===== config.mk =====
export PLATFORM = sky130hd
export DESIGN_NAME = chacc_front
export DESIGN_NICKNAME = d
export VERILOG_FILES = /design/src/cell_hit_accumulator_top_macros.svh /design/src/chacc_pkg.sv /design/src/chacc_front.sv
export SDC_FILE = /design/constraint.sdc
export NUM_CORES = 1
export LEC_CHECK = 0
export BUFFER_PORTS_ARGS = -buffer_cell sky130_fd_sc_hd__buf_4
export CAP_MARGIN = 20
export CORE_UTILIZATION = 37
export DETAILED_ROUTE_END_ITERATION = 12
export GPL_TIMING_DRIVEN = 0
export PLACE_DENSITY = 0.86
export SYNTH_ARGS = -nofsm -noshare
export SYNTH_HDL_FRONTEND = slang
export SYNTH_SLANG_ARGS = --single-unit
export TNS_END_PERCENT = 30

===== constraint.sdc =====
create_clock -name vclk -period 2
set_input_delay 0.2 -clock vclk [all_inputs]
set_output_delay 0.2 -clock vclk [all_outputs]
set_load 0.05 [all_outputs]

===== src/cell_hit_accumulator_top_macros.svh =====
// Assertion macros for the cell hit accumulator.
// Included by cell_hit_accumulator_top.sv; no other dependencies.
`ifndef CELL_HIT_ACCUMULATOR_TOP_MACROS_SVH
`define CELL_HIT_ACCUMULATOR_TOP_MACROS_SVH

// Same-cycle implication, disabled during reset
`define CHACC_ASSERT_IMPL(label, clk, rst_n, ante, cons) \
    label: assert property (@(posedge clk) disable iff (!(rst_n)) (ante) |-> (cons)) \
        else $error("chacc assertion failed");

// Next-cycle implication, disabled during reset
`define CHACC_ASSERT_NEXT(label, clk, rst_n, ante, cons) \
    label: assert property (@(posedge clk) disable iff (!(rst_n)) (ante) |=> (cons)) \
        else $error("chacc assertion failed");

`endif


===== src/chacc_pkg.sv =====
// Shared types and constants of the cell hit accumulator.
// No dependencies; used by every module of the block.
`default_nettype none

package chacc_pkg;

    // Fixed field widths
    localparam int DEP_W     = 24;
    localparam int CELL_ID_W = 11;
    localparam int OUT_IDX_W = 10;
    localparam int OUT_CNT_W = 10;
    localparam int OUT_E_W   = 32;

    // Command codes
    localparam logic CMD_DEPOSIT = 1'b0;
    localparam logic CMD_START   = 1'b1;

    // Event epoch marks; zero marks a cleared cell
    localparam int                 EPOCH_W     = 8;
    localparam logic [EPOCH_W-1:0] EPOCH_CLEAR = '0;
    localparam logic [EPOCH_W-1:0] EPOCH_FIRST = EPOCH_W'(1);
    localparam logic [EPOCH_W-1:0] EPOCH_LAST  = '1;

    // Queue between front and back
    localparam int QUEUE_DEPTH = 4;
    localparam int QPTR_W      = $clog2(QUEUE_DEPTH);
    localparam int QCNT_W      = $clog2(QUEUE_DEPTH + 1);

    // Item class decided by the front
    typedef enum logic [1:0] {
        KIND_DEPOSIT,
        KIND_START,
        KIND_DROP,
        KIND_BAD
    } t_kind;

    typedef struct packed {
        t_kind                kind;
        logic [CELL_ID_W-1:0] cell_id;
        logic [DEP_W-1:0]     energy;
    } t_qitem;

    typedef struct packed {
        logic                 dropped;
        logic                 bad_cell;
        logic                 new_hit;
        logic [OUT_IDX_W-1:0] hit_index;
        logic [OUT_E_W-1:0]   cell_energy;
        logic [OUT_CNT_W-1:0] hit_count;
    } t_result;

    typedef struct packed {
        logic sweeping;
        logic busy;
    } t_bstat;

    typedef enum logic [1:0] {
        BS_SWEEP,
        BS_IDLE,
        BS_READ
    } t_bstate;

endpackage

`default_nettype wire


===== src/chacc_front.sv =====
// Front end: accepts input transactions, classifies them, forms the cell address.
// Depends on chacc_pkg.
`default_nettype none

module chacc_front #(
    parameter int Z_CELLS   = 20,
    parameter int PHI_CELLS = 48
) (
    input  wire logic                            i_valid,
    output logic                                 o_ready,
    input  wire logic                            i_cmd,
    input  wire logic [4:0]                      i_z_cell,
    input  wire logic [5:0]                      i_phi_cell,
    input  wire logic [chacc_pkg::DEP_W-1:0]     i_deposit_energy,
    input  wire logic                            i_full,
    output logic                                 o_push,
    output chacc_pkg::t_qitem                    o_item
);

    logic z_bad;
    logic phi_bad;

    // Range checks against the grid size
    assign z_bad   = 6'(i_z_cell) >= 6'(Z_CELLS);
    assign phi_bad = 7'(i_phi_cell) >= 7'(PHI_CELLS);

    assign o_ready = !i_full;
    assign o_push  = i_valid && !i_full;

    // Classification: start, zero deposit, bad cell, then real deposit
    always_comb begin
        o_item.cell_id = chacc_pkg::CELL_ID_W'(32'(i_z_cell) * PHI_CELLS
                                                + 32'(i_phi_cell));
        o_item.energy  = i_deposit_energy;
        priority if (i_cmd == chacc_pkg::CMD_START) begin
            o_item.kind = chacc_pkg::KIND_START;
        end else if (i_deposit_energy == '0) begin
            o_item.kind = chacc_pkg::KIND_DROP;
        end else if (z_bad || phi_bad) begin
            o_item.kind = chacc_pkg::KIND_BAD;
        end else begin
            o_item.kind = chacc_pkg::KIND_DEPOSIT;
        end
    end

endmodule

`default_nettype wire


==> flow_summary.yaml <==
status:
  status: "finished, violations left"
  violations: "setup timing"
grt:
  grt_pass1_wl_um: 3630
  grt_pass1_vias: 824
  antenna_found_initial: 0
  grt_max_degree: 8
  track_usage: 0.238
  grt_overflow: 0
floorplan:
  dieArea_um2: 2080
  num_io_pins: 77
  rows: 15
  die_y_um: 45.6
  core_region_area_um2: 1760
  die_w_um: 45.6
  start_util: 0.399
synthesis:
  synth_top_area_share: 0.298
  synth_area_um2: 704
  ys_types: 25
  ys.warnings.count: 0
  yosys.area.top_type: "buf_4"
  seq_area_frac_synth: 0
  syn_area_per_cell_um2: 7.83
  syn-num-nets: 141
  syn_inst: 90
  synthTopCellsByCount: "28 x buf_4, 11 x ha_1, 6 x nor2_1, 6 x nor4_1, 5 x inv_1"
  synth_area_leaders: "buf_4 30%, ha_1 20%, fa_1 5.7%"
  yosysMostFrequentCell: "buf_4"
placement:
  place_area_um2: 1310
  place.port_buffers: 73
  place.gp.congestion: 0.724
  pre_cts_slack_ns: -0.374
  place_hpwl_um: 2060
  dp_cells: 188
timing:
  worst_pin_slew_ns: 0.324
  final.min_clock_period_ns: 2.25
  fmax_mhz: 444
  setup_slack_ns: -0.250
  tns_ns: -0.289
  hold_ws_ns: 0.654
  slew_violations: 0
  setup_violations: 2
  rsz0062_at_grt: "true"
  hold_viol_final: 0
  slew_headroom: 0.784
  finalCritPeriodShare: 1.13
critical_path:
  worstSetupPathType: "in2out"
  arrival_ns: 2.05
  start_kind: "input port"
  crit_start: "i_z_cell[1]"
  crit_required_ns: 1.80
  critPathMaxFanout: 4
  endpoint_kind: "output port"
routing:
  ant_nets: 0
  dr_total_vias: 886
  drt-initial-drc-count: 9
  post_drt_wl_per_cell_um: 13.3
  vias_per_cell: 4.52
  post-route-drc-count: 0
  firstDrtPassIters: 4
  totalWireLength_um: 2610
clock_tree:
  postCtsHoldBufs: 0
finish:
  syn2layout_area_growth_pct: 113
  layout-drive-gt1-share: 0.778
  final_nets: 224
  final_cell_area_um2: 1500
  n_antenna_cell: 0
  fillCellCount: 121
  finalCoreUtilization: 0.851
  nFlopsAndLatches: 0
  stdcell_count: 196
  clock_buffers: 0
  ff_latch_area_um2: 0
worst_hold_path:
  min_from: "i_phi_cell[1]"
  worstHoldPathCells: 2
  min_path_type: "in2out"
power:
  power_mw: 0.658
  total_leakage_power_nw: 0.770
  ir_worst_vdd_mv: 0.339
  p_per_area_nw_per_um2: 438
run:
  maxCapViolations: 0
## per-layer routing
metal,share of wire,track usage
met2,0.60,0.526
met5,0,0
met3,0.087,0.0278
met4,0,0
met1,0.31,0.236
## worst paths after layout
path	to	slack, ns
worst max-delay path	o_item[34]	-0.25
worst min-delay path	o_item[25]	0.65
## critical path, cell delays in order
cell and delay [ns]:
buf_12 0.11, ha_4 0.15, fa_2 0.58, nand2_2 0.08, nor3_2 0.20, mux2_4 0.22
mux2i_4 0.24, o22ai_4 0.09, buf_6 0.15
## area by class of cell
class                      count  area, um^2  share of cell area
inverter                       5        27.5              0.0183
tap                           25        31.3              0.0208
multi-input combinational     57         604               0.403
timing repair buffer          81         628               0.418
buffer                        28         210               0.140
## power breakdown
part / leakage [nW] / total, mW / switching, mW / internal, mW
registers: 0 / 0 / 0 / 0
logic: 0.770 / 0.658 / 0.391 / 0.267
clock network: 0 / 0 / 0 / 0
total: 0.770 / 0.658 / 0.391 / 0.267
## what timing repair did
| action | in CTS | in global routing |
|---|---|---|
| endpoints found under the hold margin | 0 | 0 |
| pin swaps | 9 | 2 |
| setup buffers | 6 | 2 |
| endpoints found under the setup margin | 2 | 3 |
| resized for setup | 25 | 3 |
## placed cells by master, fill, tap and decap left out, drive strengths merged
| cell type | netlist | final |
|---|---|---|
| nand3 | 1 | 1 |
| nor2b | 3 | 3 |
| mux2 | 1 | 1 |
| xor2 | 4 | 4 |
| buf | 28 | 109 |
| a21o | 1 | 1 |
| a31oi | 1 | 1 |
| nor3 | 2 | 2 |
| mux2i | 2 | 2 |
| nand4 | 1 | 1 |
| o22ai | 1 | 1 |
| fa | 2 | 2 |
| and3b | 1 | 1 |
| nor4 | 6 | 6 |
| clkinvlp | 0 | 1 |
| a221o | 1 | 1 |
| inv | 5 | 4 |
| a21oi | 3 | 3 |
| o21bai | 2 | 2 |
| nand2 | 4 | 4 |
| nand2b | 1 | 1 |
| ha | 11 | 11 |
| nor2 | 6 | 6 |
| xnor2 | 3 | 3 |
## cells by family (layout without fill, tap and decap cells)
family | after synthesis | in the layout | synth area share
xor+xnor | 7 | 7 | 0.0977
buf+inv | 33 | 114 | 0.325
simple gates | 25 | 25 | 0.185
compound gates | 9 | 9 | 0.0906
fa+ha+maj | 13 | 13 | 0.252
mux | 3 | 3 | 0.0497
(Power assumes the default switching activity.)
