File: src/cell_hit_accumulator_top_macros.svh
// Assertion macros for the cell hit accumulator.
// Included by cell_hit_accumulator_top.sv; no other dependencies.
`ifndef CELL_HIT_ACCUMULATOR_TOP_MACROS_SVH
`define CELL_HIT_ACCUMULATOR_TOP_MACROS_SVH

// Same-cycle implication, disabled during reset
`define CHACC_ASSERT_IMPL(label, clk, rst_n, ante, cons) \
    label: assert property (@(posedge clk) disable iff (!(rst_n)) (ante) |-> (cons)) \
        else $error("chacc assertion failed");

// Next-cycle implication, disabled during reset
`define CHACC_ASSERT_NEXT(label, clk, rst_n, ante, cons) \
    label: assert property (@(posedge clk) disable iff (!(rst_n)) (ante) |=> (cons)) \
        else $error("chacc assertion failed");

`endif

File: src/chacc_pkg.sv
// Shared types and constants of the cell hit accumulator.
// No dependencies; used by every module of the block.
`default_nettype none

package chacc_pkg;

    // Fixed field widths
    localparam int DEP_W     = 24;
    localparam int CELL_ID_W = 11;
    localparam int OUT_IDX_W = 10;
    localparam int OUT_CNT_W = 10;
    localparam int OUT_E_W   = 32;

    // Command codes
    localparam logic CMD_DEPOSIT = 1'b0;
    localparam logic CMD_START   = 1'b1;

    // Event epoch marks; zero marks a cleared cell
    localparam int                 EPOCH_W     = 8;
    localparam logic [EPOCH_W-1:0] EPOCH_CLEAR = '0;
    localparam logic [EPOCH_W-1:0] EPOCH_FIRST = EPOCH_W'(1);
    localparam logic [EPOCH_W-1:0] EPOCH_LAST  = '1;

    // Queue between front and back
    localparam int QUEUE_DEPTH = 4;
    localparam int QPTR_W      = $clog2(QUEUE_DEPTH);
    localparam int QCNT_W      = $clog2(QUEUE_DEPTH + 1);

    // Item class decided by the front
    typedef enum logic [1:0] {
        KIND_DEPOSIT,
        KIND_START,
        KIND_DROP,
        KIND_BAD
    } t_kind;

    typedef struct packed {
        t_kind                kind;
        logic [CELL_ID_W-1:0] cell_id;
        logic [DEP_W-1:0]     energy;
    } t_qitem;

    typedef struct packed {
        logic                 dropped;
        logic                 bad_cell;
        logic                 new_hit;
        logic [OUT_IDX_W-1:0] hit_index;
        logic [OUT_E_W-1:0]   cell_energy;
        logic [OUT_CNT_W-1:0] hit_count;
    } t_result;

    typedef struct packed {
        logic sweeping;
        logic busy;
    } t_bstat;

    typedef enum logic [1:0] {
        BS_SWEEP,
        BS_IDLE,
        BS_READ
    } t_bstate;

endpackage

`default_nettype wire

File: src/chacc_fifo.sv
// Short queue of classified transactions between front and back.
// Depends on chacc_pkg.
`default_nettype none

module chacc_fifo (
    input  wire logic              i_clk,
    input  wire logic              i_rst_n,
    input  wire logic              i_push,
    input  wire chacc_pkg::t_qitem i_item,
    output logic                   o_full,
    input  wire logic              i_pop,
    output logic                   o_valid,
    output chacc_pkg::t_qitem      o_item
);

    chacc_pkg::t_qitem                 r_buf [chacc_pkg::QUEUE_DEPTH];
    logic [chacc_pkg::QPTR_W-1:0]      r_wptr, n_wptr;
    logic [chacc_pkg::QPTR_W-1:0]      r_rptr, n_rptr;
    logic [chacc_pkg::QCNT_W-1:0]      r_cnt, n_cnt;
    logic                              do_push;
    logic                              do_pop;

    assign o_full  = r_cnt == chacc_pkg::QCNT_W'(chacc_pkg::QUEUE_DEPTH);
    assign o_valid = r_cnt != '0;
    assign o_item  = r_buf[r_rptr];
    assign do_push = i_push && !o_full;
    assign do_pop  = i_pop && o_valid;

    // Pointer and fill count update
    always_comb begin
        n_wptr = do_push ? r_wptr + 1'b1 : r_wptr;
        n_rptr = do_pop ? r_rptr + 1'b1 : r_rptr;
        n_cnt  = r_cnt;
        if (do_push && !do_pop) begin
            n_cnt = r_cnt + 1'b1;
        end else if (do_pop && !do_push) begin
            n_cnt = r_cnt - 1'b1;
        end
    end

    always_ff @(posedge i_clk) begin
        if (!i_rst_n) begin
            r_wptr <= '0;
            r_rptr <= '0;
            r_cnt  <= '0;
        end else begin
            r_wptr <= n_wptr;
            r_rptr <= n_rptr;
            r_cnt  <= n_cnt;
        end
    end

    // Storage, no reset
    always_ff @(posedge i_clk) begin
        if (do_push) begin
            r_buf[r_wptr] <= i_item;
        end
    end

endmodule

`default_nettype wire

File: config.mk
export PLATFORM = sky130hd
export DESIGN_NAME = chacc_fifo
export DESIGN_NICKNAME = d
export VERILOG_FILES = /design/src/cell_hit_accumulator_top_macros.svh /design/src/chacc_pkg.sv /design/src/chacc_fifo.sv
export SDC_FILE = /design/constraint.sdc
export NUM_CORES = 1
export LEC_CHECK = 0
export ABC_AREA = 1
export BUFFER_PORTS_ARGS = -buffer_cell sky130_fd_sc_hd__buf_2
export CAP_MARGIN = 0
export CELL_PAD_IN_SITES_DETAIL_PLACEMENT = 1
export CELL_PAD_IN_SITES_GLOBAL_PLACEMENT = 2
export CORE_UTILIZATION = 43
export DETAILED_ROUTE_END_ITERATION = 6
export PLACE_DENSITY_LB_ADDON = 0.25
export SYNTH_ARGS = -nofsm -noshare
export SYNTH_HDL_FRONTEND = slang
export SYNTH_SLANG_ARGS = --single-unit
File: constraint.sdc
create_clock -name i_clk -period 4 [get_ports i_clk]
set_input_delay 0.6 -clock i_clk [delete_from_list [all_inputs] [get_ports i_clk]]
set_output_delay 0.6 -clock i_clk [all_outputs]
set_load 0.01 [all_outputs]
==> results.py <==
metrics = {
    "setup_path": {
        "cp.buffers_inverters": 3,
        "crit_slowest_cell": "inv_2",
        "critPathArrivalTime_ns": 2.40,
        "path_max_fanout": 56,
        "cp.required_ns": 3.40,
        "start_kind": "flip-flop",
        "max_stage_delay_ns": 0.71,
        "critPathTopFamily": "buffers and inverters",
        "path_depth": 5,
        "path_cells": "inv_2, buf_4, o21ai_1, o22ai_1, buf_2",
        "rr_worst_depth": 4,
        "path_class": "reg2out",
        "worstSetupEndpointType": "primary output",
    },
    "routing": {
        "detail-route-antenna-nets": 0,
        "drc": 0,
        "wirelength_mm": 13.3,
        "drt_iter0_markers": 232,
        "vias": 3671,
        "avgViaCountPerCell": 5.27,
        "drt-wirelength-per-cell_um": 19.2,
        "drtPass1Iterations": 6,
    },
    "grt": {
        "grt_pass1_wl_mm": 21.2,
        "grt_pass1_vias": 3966,
        "antenna_found_initial": 0,
        "track_usage_pct": 20.2,
        "grt_max_degree": 75,
        "overflow": 0,
    },
    "clock_tree": {
        "cts_buffers": 17,
        "clock-root-buffer": "clkbuf_16",
        "clock_sinks": 157,
        "cts_tree": "built",
        "cts_setup_buffers": 0,
        "hold_buffers": 0,
        "post_cts_resized": 0,
        "insertion_delay_ns": 0.43,
        "htreeDepth": 4,
        "clk_path_buf_depth": 2,
        "clk_pin_slew_ns": 0.06,
    },
    "logic_synthesis": {
        "netlist_instances": 427,
        "async_reset_ff_share_pct": 0,
        "synth_simple_gate_area_share_pct": 6.93,
        "syn_area_um2": 5970,
        "syn_area_per_cell_um2": 14.0,
        "synth_nets": 474,
        "synth_fa_ha_area_share_pct": 1.38,
        "synth_top_family_by_area": "compound AO/OA/AOI/OAI gates",
        "yosysSeqAreaShare_pct": 77.4,
        "synth-main-ff-cell": "edfxtp_1",
        "synth_edf_count": 148,
        "synth_seq_cells": 157,
        "synthXorXnorAreaFrac_pct": 0.147,
        "synth-compound-area-share_pct": 10.4,
        "muxShareOfSynthArea_pct": 0,
        "synth_cell_types": 20,
        "yosysWarnings": 0,
    },
    "place": {
        "pre_cts_ws_ns": 1.47,
        "place.gp.congestion": 0.722,
        "io_buffers": 79,
        "dp_hpwl_mm": 7.54,
    },
    "finish": {
        "final_nets": 554,
        "post-route-util_pct": 53.1,
        "area_delta_synth_final_pct": 19.1,
        "final_cell_mix": "148 x edfxtp_1, 84 x nor2_1, 79 x buf_2",
        "nFillCells": 1368,
        "diodes": 0,
        "drive_gt1_share_pct": 23.1,
        "layout_commonest_cell": "edfxtp_1",
    },
    "timing": {
        "period_share_pct": 74.9,
        "finalSetupTns_ns": 0,
        "fin_skew_ns": 0.0101,
        "finalHoldViolCount": 0,
        "slew_headroom_pct": 17.0,
        "setup_viol": 0,
        "fmax_ghz": 0.334,
        "worstMarginPinSlew_ns": 1.24,
        "fin_ws_ns": 1.00,
        "fin_crit_ns": 3.00,
        "slew_viol_final": 0,
        "rsz0062_at_grt": "no",
    },
    "pwr": {
        "pwr_density_cell_nw_per_um2": 674,
        "ir_drop_mv": 0.342,
        "total_leakage_power_uw": 0.00255,
    },
    "floorplanning": {
        "coreArea_um2": 13400,
        "die_w_um": 120,
        "num_rows": 42,
        "start_util_pct": 44.6,
        "boundaryPins": 80,
        "fp.dieH_um": 120,
        "die_area_um2": 14400,
    },
    "flow_run": {
        "cap_violations": 0,
    },
    "run_status": {
        "outcome": "completed",
    },
    "hold_path": {
        "whs_path_depth": 1,
        "hold_path.class": "in2reg",
    },
}
[report_power, final]
| group | internal, uW | switching [uW] | leakage (uW) | total [uW] |
|---|---|---|---|---|
| clock | 1030 | 624 | 0.000296 | 1650 |
| combinational | 349 | 734 | 0.000821 | 1080 |
| sequential | 2000 | 57.8 | 0.00143 | 2060 |
[through the flow]
step	total power (uW)	instance area, um2	hold slack, ns	cells
global placement	3150	6500	0.493	664
floorplan	2790	5970	0.465	427
detailed placement	3190	6500	0.505	664
finish	4800	7110	0.389	696
global route	5020	7110	0.381	696
CTS	4870	7110	0.370	696
[kinds of logic (layout without fill, tap and decap cells)]
kind of cell | Yosys count | count (layout)
flip-flops | 157 | 157
AO/OA/AOI/OAI | 115 | 115
AND/OR/NAND/NOR | 108 | 108
buffers and inverters | 40 | 133
adder cells (fa/ha/maj) | 6 | 6
XOR/XNOR | 1 | 1
[cells in the mapped netlist, types with 5 or more instances]
master,count,area share (%)
o22ai_1,37,3.9
nor2_1,88,5.5
buf_6,8,1.5
o21ai_0,47,3.9
edfxtp_1,148,74
ha_1,5,1.0
o21ai_1,28,2.3
dfxtp_1,9,3.0
inv_1,16,1.0
nand2_1,15,0.94
clkbuf_1,9,0.57
[worst reg2reg max path: stages, from the launching register on]
cell and delay (ns):
dfxtp_1 0.40, nor2_1 0.08, nand2_1 0.12, nand2_1 0.27, nor2_4 1.02
[area by class of cell]
class,count,area (um2),area share [%]
sequential,157,4630,65.0
multi-input combinational,230,1160,16.3
clock buffer,22,474,6.67
timing repair buffer,84,433,6.09
tap,176,220,3.10
clock inverter,10,138,1.94
inverter,17,63.8,0.897
[sequential cells by signal, indices dropped and copies added (netlist names), named ones only]
| name | count |
|---|---|
| r_rptr | 2 |
| r_cnt | 3 |
| r_buf | 148 |
| r_wptr | 2 |
[final timing paths]
kind,from,to,slack [ns]
worst max-delay path,flip-flop,o_item[12],1.00
worst min-delay path,i_item[23],r_buf[3][23],0.39
worst max register to register,r_cnt[0],r_buf[3][5],1.70
worst min register to register,r_rptr[0],flip-flop,0.52
[metal layers]
| metal | up-vias | share of wire (%) | GRT usage, % | wire length, um |
|---|---|---|---|---|
| met1 | 1851 | 42 | 24.4 | 5650 |
| met2 | 75 | 53 | 34.8 | 7030 |
| met3 | 15 | 3.3 | 4.23 | 445 |
| met5 | - | 0 | 0 | 0 |
| li1 | 1730 | - | - | - |
| met4 | 0 | 1.6 | 9.14 | 217 |
(Power assumes the default switching activity.)
